`src/lsk_pkg.sv`:
```
`timescale 1ns / 1ps
`default_nettype none
// ----------------------------------------------------------------------------
// LIFO stack package
// Opcodes, status codes, sequencer states and default sizing for the stack.
// ----------------------------------------------------------------------------
package lsk_pkg;

  localparam int STACK_DEPTH_DEF = 16;
  localparam int DATA_W          = 32;

  localparam logic [1:0] OP_PUSH   = 2'd0;
  localparam logic [1:0] OP_POP    = 2'd1;
  localparam logic [1:0] OP_REMOVE = 2'd2;

  localparam logic [1:0] ST_OK       = 2'd0;
  localparam logic [1:0] ST_EMPTY    = 2'd1;
  localparam logic [1:0] ST_FULL     = 2'd2;
  localparam logic [1:0] ST_NOTFOUND = 2'd3;

  typedef enum logic [1:0] {
    S_IDLE,
    S_POP_WAIT,
    S_SCAN,
    S_RESULT
  } lsk_state_t;

endpackage
`default_nettype wire

```
`src/lsk_cmd_if.sv`:
```
`timescale 1ns / 1ps
`default_nettype none
// ----------------------------------------------------------------------------
// LIFO stack command channel
// Valid/ready channel that carries an opcode and a data value.
// ----------------------------------------------------------------------------
interface lsk_cmd_if;
  logic               valid;
  logic               ready;
  logic [1:0]         opcode;
  logic signed [31:0] data_value;

  modport source (output valid, output opcode, output data_value, input ready);
  modport sink   (input valid, input opcode, input data_value, output ready);
endinterface
`default_nettype wire

```
`src/lsk_rsp_if.sv`:
```
`timescale 1ns / 1ps
`default_nettype none
// ----------------------------------------------------------------------------
// LIFO stack result channel
// Valid/ready channel that carries the popped value, status and entry count.
// ----------------------------------------------------------------------------
interface lsk_rsp_if;
  logic               valid;
  logic               ready;
  logic signed [31:0] popped_value;
  logic [1:0]         status;
  logic [4:0]         entry_count;

  modport source (output valid, output popped_value, output status,
                  output entry_count, input ready);
  modport sink   (input valid, input popped_value, input status,
                  input entry_count, output ready);
endinterface
`default_nettype wire

```
`src/lsk_ram.sv`:
```
`timescale 1ns / 1ps
`default_nettype none
// ----------------------------------------------------------------------------
// Generic RAM
// One write port and one read port with registered read data.
// ----------------------------------------------------------------------------
module lsk_ram #(
  parameter int WIDTH = 32,
  parameter int DEPTH = 16,
  localparam int AW   = (DEPTH > 1) ? $clog2(DEPTH) : 1
) (
  input  wire logic             clk,
  input  wire logic             wr_en,
  input  wire logic [AW-1:0]    wr_addr,
  input  wire logic [WIDTH-1:0] wr_data,
  input  wire logic [AW-1:0]    rd_addr,
  output logic      [WIDTH-1:0] rd_data
);

  logic [WIDTH-1:0] mem [DEPTH];

  always_ff @(posedge clk) begin
    if (wr_en) begin
      mem[wr_addr] <= wr_data;
    end
    rd_data <= mem[rd_addr];
  end

endmodule
`default_nettype wire

```
`src/lifo_stack_with_key_removal.sv`:
```
`timescale 1ns / 1ps
`default_nettype none
// Push, no-op and flagged cases: idle, then S_RESULT, which registers the result.
// Pop: idle, then S_POP_WAIT for the registered RAM read, then S_RESULT, which registers it.
// Remove: idle, then S_SCAN over every entry, then S_RESULT, which registers the result.
// Scan reads one entry a cycle, rewriting non-matches; a stalled result delays the next.
// A command is taken only while the sequencer is idle; a pending result does not block it.
// Synchronous reset empties the stack at once; entry contents are not cleared.
// ----------------------------------------------------------------------------
// LIFO stack with key removal
// Bounded stack of signed values with push, pop and remove-all-by-key.
// ----------------------------------------------------------------------------
module lifo_stack_with_key_removal
  import lsk_pkg::*;
#(
  parameter int STACK_DEPTH = STACK_DEPTH_DEF
) (
  input  wire logic clk,
  input  wire logic rst,
  lsk_cmd_if.sink   cmd,
  lsk_rsp_if.source result
);

  localparam int AW = $clog2(STACK_DEPTH);
  localparam int CW = $clog2(STACK_DEPTH + 1);

  lsk_state_t         state, state_next;
  logic [CW-1:0]      count, count_next;
  logic [AW-1:0]      idx, idx_next;
  logic [CW-1:0]      wr, wr_next;
  logic signed [31:0] key, key_next;
  logic signed [31:0] res_popped, res_popped_next;
  logic [1:0]         res_status, res_status_next;

  logic               ram_wr_en;
  logic [AW-1:0]      ram_wr_addr;
  logic [31:0]        ram_wr_data;
  logic [AW-1:0]      ram_rd_addr;
  logic [31:0]        ram_rd_data;

  logic               take;
  logic               last;
  logic               load_out;
  logic [CW+4:0]      count_ext;

  lsk_ram #(
    .WIDTH (DATA_W),
    .DEPTH (STACK_DEPTH)
  ) u_ram (
    .clk     (clk),
    .wr_en   (ram_wr_en),
    .wr_addr (ram_wr_addr),
    .wr_data (ram_wr_data),
    .rd_addr (ram_rd_addr),
    .rd_data (ram_rd_data)
  );

  assign cmd.ready = (state == S_IDLE);
  assign take      = cmd.valid && cmd.ready;
  assign last      = (CW'(idx) == count - CW'(1));
  assign load_out  = (state == S_RESULT) && (!result.valid || result.ready);
  assign count_ext = {5'd0, count_next};

  always_ff @(posedge clk) begin
    if (rst) begin
      state <= S_IDLE;
      count <= '0;
    end else begin
      state <= state_next;
      count <= count_next;
    end
  end

  always_comb begin
    state_next      = state;
    count_next      = count;
    idx_next        = idx;
    wr_next         = wr;
    key_next        = key;
    res_popped_next = res_popped;
    res_status_next = res_status;
    ram_wr_en       = 1'b0;
    ram_wr_addr     = wr[AW-1:0];
    ram_wr_data     = ram_rd_data;
    ram_rd_addr     = idx + AW'(1);
    unique case (state)
      S_IDLE: begin
        if (take) begin
          key_next        = cmd.data_value;
          res_popped_next = '0;
          res_status_next = ST_OK;
          idx_next        = '0;
          wr_next         = '0;
          state_next      = S_RESULT;
          unique case (cmd.opcode)
            OP_PUSH: begin
              if (count == CW'(STACK_DEPTH)) begin
                res_status_next = ST_FULL;
              end else begin
                ram_wr_en   = 1'b1;
                ram_wr_addr = count[AW-1:0];
                ram_wr_data = cmd.data_value;
                count_next  = count + CW'(1);
              end
            end
            OP_POP: begin
              if (count == '0) begin
                res_status_next = ST_EMPTY;
              end else begin
                ram_rd_addr = AW'(count - CW'(1));
                count_next  = count - CW'(1);
                state_next  = S_POP_WAIT;
              end
            end
            OP_REMOVE: begin
              if (count == '0) begin
                res_status_next = ST_NOTFOUND;
              end else begin
                ram_rd_addr = '0;
                state_next  = S_SCAN;
              end
            end
            default: begin
              res_status_next = ST_OK;
            end
          endcase
        end
      end
      S_POP_WAIT: begin
        res_popped_next = $signed(ram_rd_data);
        state_next      = S_RESULT;
      end
      S_SCAN: begin
        if ($signed(ram_rd_data) != key) begin
          ram_wr_en = 1'b1;
          wr_next   = wr + CW'(1);
        end
        idx_next = idx + AW'(1);
        if (last) begin
          count_next      = wr_next;
          res_status_next = (wr_next == count) ? ST_NOTFOUND : ST_OK;
          state_next      = S_RESULT;
        end
      end
      S_RESULT: begin
        if (load_out) begin
          state_next = S_IDLE;
        end
      end
      default: begin
        state_next = S_IDLE;
      end
    endcase
  end

  always_ff @(posedge clk) begin
    idx        <= idx_next;
    wr         <= wr_next;
    key        <= key_next;
    res_popped <= res_popped_next;
    res_status <= res_status_next;
    if (load_out) begin
      result.popped_value <= res_popped;
      result.status       <= res_status;
      result.entry_count  <= count_ext[4:0];
    end
  end

  always_ff @(posedge clk) begin
    if (rst) begin
      result.valid <= 1'b0;
    end else if (load_out) begin
      result.valid <= 1'b1;
    end else if (result.ready) begin
      result.valid <= 1'b0;
    end
  end

  a_count_bound: assert property (@(posedge clk) disable iff (rst)
    count <= CW'(STACK_DEPTH))
    else $error("entry count exceeds the stack depth");

  a_scan_order: assert property (@(posedge clk) disable iff (rst)
    (state == S_SCAN) |-> (wr <= CW'(idx)))
    else $error("compaction write pointer passed the read pointer");

  a_pop_count: assert property (@(posedge clk) disable iff (rst)
    (take && cmd.opcode == OP_POP && count != '0) |=> (count == $past(count) - CW'(1)))
    else $error("pop did not lower the entry count");

  a_push_count: assert property (@(posedge clk) disable iff (rst)
    (take && cmd.opcode == OP_PUSH && count != CW'(STACK_DEPTH))
      |=> (count == $past(count) + CW'(1)))
    else $error("push did not raise the entry count");

  a_empty_status: assert property (@(posedge clk) disable iff (rst)
    (result.valid && result.status == ST_EMPTY) |-> (result.entry_count == 5'd0))
    else $error("empty status reported with a nonzero count");

endmodule
`default_nettype wire

```
`src/flat_wrapper.sv`:
```
// flat-port wrapper written by rule: the top's interface ports become plain ports
module lifo_stack_with_key_removal_flat import lsk_pkg::*;
#(
  parameter int STACK_DEPTH = STACK_DEPTH_DEF
)
  (clk, rst, cmd_valid, cmd_opcode, cmd_data_value, cmd_ready, result_valid, result_popped_value, result_status, result_entry_count, result_ready);
  lsk_cmd_if cmd_i ();
  lsk_rsp_if result_i ();
  input  wire logic clk;
  input  wire logic rst;
  input wire logic [$bits(cmd_i.valid)-1:0] cmd_valid;
  input wire logic [$bits(cmd_i.opcode)-1:0] cmd_opcode;
  input wire logic [$bits(cmd_i.data_value)-1:0] cmd_data_value;
  output wire logic [$bits(cmd_i.ready)-1:0] cmd_ready;
  output wire logic [$bits(result_i.valid)-1:0] result_valid;
  output wire logic [$bits(result_i.popped_value)-1:0] result_popped_value;
  output wire logic [$bits(result_i.status)-1:0] result_status;
  output wire logic [$bits(result_i.entry_count)-1:0] result_entry_count;
  input wire logic [$bits(result_i.ready)-1:0] result_ready;
  assign cmd_i.valid = cmd_valid;
  assign cmd_i.opcode = cmd_opcode;
  assign cmd_i.data_value = cmd_data_value;
  assign cmd_ready = cmd_i.ready;
  assign result_valid = result_i.valid;
  assign result_popped_value = result_i.popped_value;
  assign result_status = result_i.status;
  assign result_entry_count = result_i.entry_count;
  assign result_i.ready = result_ready;
  lifo_stack_with_key_removal #(.STACK_DEPTH(STACK_DEPTH)) u_core (.clk(clk), .rst(rst), .cmd(cmd_i), .result(result_i));
endmodule
```
`config.mk`:
```
export PLATFORM = sky130hd
export DESIGN_NAME = lifo_stack_with_key_removal_flat
export DESIGN_NICKNAME = d
export VERILOG_FILES = /design/src/lsk_pkg.sv /design/src/lsk_cmd_if.sv /design/src/lsk_rsp_if.sv /design/src/lsk_ram.sv /design/src/lifo_stack_with_key_removal.sv /design/src/flat_wrapper.sv
export SDC_FILE = /design/constraint.sdc
export NUM_CORES = 1
export LEC_CHECK = 0
export BUFFER_PORTS_ARGS = -buffer_cell sky130_fd_sc_hd__buf_2
export CAP_MARGIN = 20
export CORE_UTILIZATION = 35
export DETAILED_ROUTE_END_ITERATION = 6
export PLACE_DENSITY_LB_ADDON = 0.2
export SLEW_MARGIN = 0
export SYNTH_ARGS = -nofsm -noshare
export SYNTH_HDL_FRONTEND = slang
export SYNTH_SLANG_ARGS = --single-unit
```
`constraint.sdc`:
```
create_clock -name clk -period 5.2 [get_ports clk]
set_input_delay 0.52 -clock clk [delete_from_list [all_inputs] [get_ports clk]]
set_output_delay 0.52 -clock clk [all_outputs]
set_load 0.02 [all_outputs]
```
# Word level (Yosys, flattened, before mapping)

Memory sizes are Yosys's and may differ from the RTL's. A register that Yosys moved wholly into a read port is not among the register bits.
Cells that the tools add are included.

Reductions and logical operators: 15
Muxes and demuxes: 51
Add/subtract/negate cells: 4
Equal/unequal tests: 12

Operators with widths:

| kind                                                                  | number |
|---|---|
| 32-bit 2-to-1 mux                                                     | 5 |
| 32-bit one-hot mux with 2 select lines                                | 1 |
| 4-bit 2-to-1 mux                                                      | 9 |
| 5-bit 2-to-1 mux                                                      | 7 |
| 32-bit != test                                                        | 1 |
| 5-bit one-hot mux with 2 select lines                                 | 3 |
| 2-bit 2-to-1 mux                                                      | 9 |
| 4-bit one-hot mux with 2 select lines                                 | 2 |
| 5-bit by 1-bit adder with 5-bit output, second input constant         | 2 |
| 1-bit 2-to-1 mux                                                      | 10 |
| 2-bit one-hot mux with 2 select lines                                 | 2 |
| 2-bit one-hot mux with 4 select lines                                 | 1 |
| 2-bit equality test, second input constant                            | 3 |
| 2-bit one-hot mux with 3 select lines                                 | 1 |
| 2-bit AND reduction                                                   | 3 |
| 3-bit AND reduction                                                   | 2 |
| 2-bit nonzero test                                                    | 3 |
| 4-bit by 5-bit equality test with 1-bit output                        | 1 |
| 5-bit equality test                                                   | 1 |
| 5-bit equality test, second input constant                            | 1 |
| 5-bit logical NOT                                                     | 1 |
| 5-bit by 1-bit subtractor with 5-bit output, second input constant    | 1 |
| 4-bit by 1-bit adder with 4-bit output, second input constant         | 1 |
| 2-bit by 1-bit equality test with 1-bit output, second input constant | 2 |
| other kinds (7)                                                       | 10 |

Memories kept: 1
Output and inout bits: 41
RAM bits: 512
Logic and storage cells: 94
Register bits: 122

Memories:

| name             | words | bits a word | read ports | clocked after Yosys merged registers in | write ports | RTL line      | RTL |
|---|---|---|---|---|---|---|---|
| u_core.u_ram.mem | 16    | 32          | 1          | 1                                       | 1           | lsk_ram.sv:20 | `logic [WIDTH-1:0] mem [DEPTH];` |

# Logic depth before layout (Yosys ltp)

Word-level depth: 7
Gate-level depth with buffers: 14
Mapped depth without buffers: 10

# Cells and area by module

A second synthesis with hierarchy kept.

Cell total of the unflattened synthesis: 1289
Area, all modules: 25710.9 um^2

Modules (own cells, without submodules):

| module                      | area each (um^2) | cells each | instances |
|---|---|---|---|
| lsk_ram                     | 19835.3          | 838        | 1 |
| lifo_stack_with_key_removal | 5875.6           | 451        | 1 |

# Worst setup path before layout

OpenSTA, ideal clock, no wires.

Path kind: register to register
From: reg u_core.state[0]
To: mem u_core.u_ram.mem[12][0] (enable)
Arrival: 3996 ps
Stages on the path, launching flop included: 9
Path slack: 779 ps
Period minus slack after synthesis: 4421 ps
Cell sequence: dfxtp_1 inv_1 ha_1 nand2_1 clkinv_1 nand2_1 clkbuf_1 o21ai_0 nor2b_1

Cells in the longest elaborated chain, start to end: 6
Elaborated cells between the ends (all ways): 9

Ends and longest elaborated chain:

| item                                   | RTL line                          | RTL |
|---|---|---|
| from (decl)                            | lifo_stack_with_key_removal.sv:27 | `lsk_state_t state, state_next;` |
| from (signal assigned)                 | lifo_stack_with_key_removal.sv:69 | `state <= state_next;` |
| 2-bit logical NOT (*)                  | lifo_stack_with_key_removal.sv:58 | `assign cmd.ready = (state == S_IDLE);` |
| net cmd_ready                          | flat_wrapper.sv:14                | `output wire logic [$bits(cmd_i.ready)-1:0] cmd_ready;` |
| 1-bit logical AND                      | lifo_stack_with_key_removal.sv:59 | `assign take = cmd.valid && cmd.ready;` |
| 1-bit 2-to-1 mux                       | lifo_stack_with_key_removal.sv:88 | `if (take) begin` |
| 1-bit one-hot mux with 2 select lines  | lifo_stack_with_key_removal.sv:86 | `unique case (state)` |
| 1-bit 2-to-1 mux                       | lsk_ram.sv:23                     | `if (wr_en) begin` |
| 1-bit 2-to-1 mux (implied by the code) | lsk_ram.sv:24                     | `mem[wr_addr] <= wr_data;` |
| to (decl)                              | lsk_ram.sv:20                     |  |

Mark *: on every way through the listed nets, which the timed path passes. The rest lies on a longest branch.

# Final worst setup path

From: reg u_core.count[1]
To: mem u_core.u_ram.mem[11][8] (enable)

Cells in the longest elaborated chain, start to end: 7
Elaborated cells between the ends (all ways): 11

Ends and longest elaborated chain:

| item                                   | RTL line                          | RTL |
|---|---|---|
| from (decl)                            | lifo_stack_with_key_removal.sv:28 | `logic [CW-1:0] count, count_next;` |
| from (signal assigned)                 | lifo_stack_with_key_removal.sv:70 | `count <= count_next;` |
| 5-bit equality test                    | lifo_stack_with_key_removal.sv:97 | `if (count == CW'(STACK_DEPTH)) begin` |
| 1-bit 2-to-1 mux                       | lifo_stack_with_key_removal.sv:97 |  |
| 1-bit 2-to-1 mux                       | lifo_stack_with_key_removal.sv:95 | `unique case (cmd.opcode)` |
| 1-bit 2-to-1 mux                       | lifo_stack_with_key_removal.sv:88 |  |
| 1-bit one-hot mux with 2 select lines  | lifo_stack_with_key_removal.sv:86 |  |
| 1-bit 2-to-1 mux                       | lsk_ram.sv:23                     |  |
| 1-bit 2-to-1 mux (implied by the code) | lsk_ram.sv:24                     |  |

Parallel ways exist; a longest one is shown, timed or not.

==> metrics.txt <==
# TYPE chip_impl_metric gauge
chip_impl_metric{name="timing.fmax",unit="GHz"} 0.229
chip_impl_metric{name="antenna_found_initial",unit=""} 0
chip_impl_metric{name="synth_warnings",unit=""} 0
chip_impl_metric{name="post_route_cells_drive_above_1_share",unit="%"} 27.9
chip_impl_info{name="grt_setup_unrepaired",value="no"} 1
chip_impl_metric{name="worst_ep_arrival_time",unit="ns"} 4.72
chip_impl_metric{name="worst_relative_slew_slack",unit="%"} 25.5
chip_impl_metric{name="vias_per_cell",unit=""} 5.21
chip_impl_metric{name="vias",unit=""} 12698
chip_impl_metric{name="clock_group_share_of_total_power",unit="%"} 29.2
chip_impl_metric{name="power.density",unit="nW/um2"} 603
chip_impl_metric{name="drt-wirelength-per-cell",unit="um"} 25.8
chip_impl_metric{name="timing.hold.ws",unit="ns"} 0.108
chip_impl_metric{name="grt_overflow",unit=""} 0
chip_impl_metric{name="cts_hold_buffers",unit=""} 0
chip_impl_metric{name="fp.dieW",unit="um"} 273
chip_impl_metric{name="p_seq_share",unit="%"} 41.7
chip_impl_info{name="crit_path_cell_trace",value="inv_1 > ha_1 > nor3b_1 > a21oi_1 > nand2_2 > buf_4 > nor2_1 > a31oi_1 > nor2_4 > buf_12"} 1
chip_impl_metric{name="core_area",unit="um2"} 73000
chip_impl_info{name="tritoncts",value="done"} 1
chip_impl_metric{name="yosys.area_share.adder",unit="%"} 0.583
chip_impl_metric{name="power.net_switching",unit="mW"} 5.71
chip_impl_metric{name="finalWeightedCongestion",unit=""} 0.807
chip_impl_metric{name="synth_xor_area_share",unit="%"} 1.63
chip_impl_metric{name="std_cell_rows",unit=""} 99
chip_impl_metric{name="die_y",unit="um"} 273
chip_impl_metric{name="cts_buffer_depth",unit=""} 3
chip_impl_metric{name="grt_pass1_wl",unit="um"} 90500
chip_impl_metric{name="cts_post_setup_buffers_inserted",unit=""} 0
chip_impl_metric{name="grt_max_degree",unit=""} 129
chip_impl_info{name="class_of_the_tightest_hold_or_removal_check",value="in2reg"} 1
chip_impl_info{name="root_buffer",value="sky130_fd_sc_hd__clkbuf_16"} 1
chip_impl_metric{name="multi_input_area",unit="um2"} 5910
chip_impl_metric{name="ios",unit=""} 79
chip_impl_metric{name="final.fill_count",unit=""} 6423
chip_impl_metric{name="leakage",unit="nW"} 9.79
chip_impl_metric{name="min_period_over_period",unit="%"} 83.9
chip_impl_metric{name="finalCriticalPeriod",unit="ns"} 4.36
chip_impl_metric{name="first_global_vias",unit=""} 13162
chip_impl_info{name="synth_top_family_by_area",value="multiplexers"} 1
chip_impl_info{name="outcome",value="finished clean"} 1
chip_impl_metric{name="post_cts_resize_count",unit=""} 0
chip_impl_metric{name="grt.total_usage",unit="%"} 16.9
chip_impl_metric{name="post-synth-top-area-fraction",unit="%"} 72.9
chip_impl_metric{name="area.growth.synth_to_final",unit="%"} 16.8
chip_impl_metric{name="sequential_cell_area",unit="um2"} 19600
chip_impl_info{name="ys.flop_type",value="sky130_fd_sc_hd__edfxtp_1"} 1
chip_impl_info{name="crit_path_top_delay_cell",value="sky130_fd_sc_hd__a31oi_1"} 1
chip_impl_metric{name="clk_latency",unit="ns"} 0.62
chip_impl_metric{name="syn-mean-instance-area",unit="um2"} 19.9
chip_impl_info{name="synth_largest_area_cell",value="sky130_fd_sc_hd__edfxtp_1"} 1
chip_impl_metric{name="ys_seq_area_share",unit="%"} 76.0
chip_impl_metric{name="synth-async-reset-ratio",unit="%"} 0
chip_impl_metric{name="detailed_place_hpwl",unit="um"} 35900
chip_impl_metric{name="timing_hold_violations_final",unit=""} 0
chip_impl_metric{name="floorplan.initialDensity",unit="%"} 35.3
chip_impl_metric{name="cap_viol_max_count",unit=""} 0
chip_impl_metric{name="cts_buffers",unit=""} 73
chip_impl_metric{name="netlist_instances",unit=""} 1297
chip_impl_metric{name="cts-htree-levels",unit=""} 3
chip_impl_metric{name="clkSinkCount",unit=""} 666
chip_impl_info{name="worstSetupEndpointType",value="register"} 1
chip_impl_metric{name="synth_cell_types",unit=""} 55
chip_impl_info{name="timing_worst_setup_path_type",value="reg2reg"} 1
chip_impl_metric{name="synth_simple_gate_area_share",unit="%"} 3.52
chip_impl_metric{name="complex_gate_fraction_of_the_synthesized_area",unit="%"} 3.81
chip_impl_metric{name="setup-violations-final",unit=""} 0
chip_impl_metric{name="power.ir.vdd_worst",unit="mV"} 0.748
chip_impl_metric{name="internal-power",unit="mW"} 12.4
chip_impl_metric{name="drtPass1Iterations",unit=""} 5
chip_impl_info{name="timing.critical_path.from_type",value="register"} 1
chip_impl_metric{name="slew_viol_final",unit=""} 0
chip_impl_metric{name="antennaDiodeCount",unit=""} 0
chip_impl_metric{name="routed_wirelength",unit="um"} 62800
chip_impl_metric{name="critical-path-max-stage-delay",unit="ns"} 0.71
chip_impl_metric{name="sw_frac_of_total",unit="%"} 31.5
chip_impl_metric{name="synth_enable_flop_cells",unit=""} 626
chip_impl_metric{name="share_comb_of_total_power",unit="%"} 29.1
chip_impl_metric{name="synth_area",unit="um2"} 25800
chip_impl_info{name="cell_types_occupying_the_most_area_after_synthesis",value="sky130_fd_sc_hd__edfxtp_1 73%, sky130_fd_sc_hd__mux4_2 11%, sky130_fd_sc_hd__dfxtp_1 3.1%"} 1
chip_impl_info{name="critical_path.top_delay_family",value="simple AND/OR/NAND/NOR gates"} 1
chip_impl_metric{name="nNetsFinal",unit=""} 1469
chip_impl_metric{name="timing.clock.skew",unit="ns"} 0.0215
chip_impl_metric{name="post_synthesis_mux_area_share",unit="%"} 12.7
chip_impl_metric{name="post-route-drc-count",unit=""} 0
chip_impl_metric{name="synth.ff_latch_count",unit=""} 666
chip_impl_metric{name="critical_path_buf_inv_count",unit=""} 3
chip_impl_metric{name="critical_path.max_fanout",unit=""} 25
chip_impl_metric{name="clk_transition_reported_paths",unit="ns"} 0.06
chip_impl_metric{name="crit_required",unit="ns"} 5.56
chip_impl_metric{name="drt_first_iter_violations",unit=""} 1076
chip_impl_metric{name="synthesis.nets",unit=""} 1347
chip_impl_metric{name="port_buffers",unit=""} 78
chip_impl_metric{name="tightestPinTransition",unit="ns"} 1.12
chip_impl_metric{name="drt.antenna.violating_nets",unit=""} 0
chip_impl_metric{name="fin_setup_tns",unit="ns"} 0
chip_impl_metric{name="die-area",unit="um2"} 74700
-- per-stage QoR --
step           instances  utilization, %  total power, mW  cell area (um2)  setup slack (ns)
2_1_floorplan       1297               -             11.1            25800             0.779
3_3_place_gp        2302            37.9             13.0            27600             0.961
3_5_place_dp        2303            37.9             13.0            27600             0.907
4_1_cts             2438            41.2             18.4            30100             0.856
5_1_grt             2438            41.2             18.9            30100             0.512
6_report            2438            41.2             18.1            30100             0.838
-- power by group through the flow --
stage               clock (mW)  combinational, mW  sequential (mW)
detailed placement           0               5.36             7.68
finish                    5.29               5.29             7.56
CTS                       5.41               5.38             7.57
global route              5.60               5.70             7.62
global placement             0               5.31             7.66
floorplan                    0               3.54             7.59
-- worst paths after layout --
kind | start | endpoint | slack, ns | cells past startpoint
worst max register to register | u_core.count[1] | u_core.u_ram.mem[11][8] | 0.84 | 10
worst min register to register | u_core.res_popped[27] | u_core.result.popped_value[27] | 0.42 | 0
worst min-delay path | cmd_data_value[30] | u_core.key[30] | 0.11 | 1
worst max-delay path | u_core.count[1] | u_core.u_ram.mem[11][8] | 0.84 | 10
-- logic make-up (layout without fill, tap and decap cells) --
| group | Yosys count | in the layout |
|---|---|---|
| flip-flops | 666 | 666 |
| AND/OR/NAND/NOR | 179 | 179 |
| multiplexers | 164 | 164 |
| AO/OA/AOI/OAI | 137 | 137 |
| buffers and inverters | 91 | 273 |
| XOR/XNOR | 48 | 48 |
| adder cells (fa/ha/maj) | 12 | 12 |
-- flip-flops by register name, indices dropped and copies added, names as in the netlist --
signal                      count
u_core.u_ram.mem              512
u_core.res_status               2
u_core.idx                      4
u_core.key                     32
u_core.count                    5
u_core.wr                       5
u_core.res_popped              32
u_core.result.status            2
u_core.result.valid             1
u_core.u_ram.rd_data           32
u_core.result.popped_value     32
u_core.result.entry_count       5
u_core.state                    2
-- area by class of cell --
type	instances	share of cell area, %
clock buffers	100	6.71
clock inverters	35	1.45
inverters	23	0.287
multi-input cells	540	19.6
flip-flops and latches	666	65.1
well taps	959	3.99
repair buffers	115	2.80
-- layout by cell type (no fill, tap or decap), drive strengths merged, types with 4 or more instances in the layout --
cell type  count
mux2          33
and2          42
nand2         55
nand3          9
xnor2         38
clkbuf       100
a211oi         4
o21ai         12
a21oi         17
mux4         128
ha            12
nand4         11
nor2          28
xor2          10
o22ai          5
a22oi         65
nor3          12
dfxtp         40
nor2b         11
buf          115
a31oi          7
clkinv        22
inv           27
edfxtp       626
bufinv         9
-- cell usage after synthesis, types with 10 or more instances --
cell type	instances
sky130_fd_sc_hd__nand2_1	55
sky130_fd_sc_hd__edfxtp_1	626
sky130_fd_sc_hd__clkbuf_1	47
sky130_fd_sc_hd__mux4_2	128
sky130_fd_sc_hd__mux2_2	33
sky130_fd_sc_hd__xnor2_1	38
sky130_fd_sc_hd__nor2_1	28
sky130_fd_sc_hd__a22oi_1	65
sky130_fd_sc_hd__nand4_1	11
sky130_fd_sc_hd__o21ai_0	12
sky130_fd_sc_hd__inv_1	22
sky130_fd_sc_hd__nor2b_1	11
sky130_fd_sc_hd__xor2_1	10
sky130_fd_sc_hd__nor3_1	12
sky130_fd_sc_hd__and2_1	42
sky130_fd_sc_hd__a21oi_1	16
sky130_fd_sc_hd__dfxtp_1	40
sky130_fd_sc_hd__ha_1	12
-- routing by layer --
metal | track usage [%] | up-vias | wire (um)
met4 | 5.26 | 0 | 1270
met2 | 25.9 | 351 | 29100
met3 | 2.91 | 79 | 3300
met5 | 0 | - | 0
met1 | 24.6 | 6748 | 29100
li1 | - | 5520 | -
(Power assumes the default switching activity.)
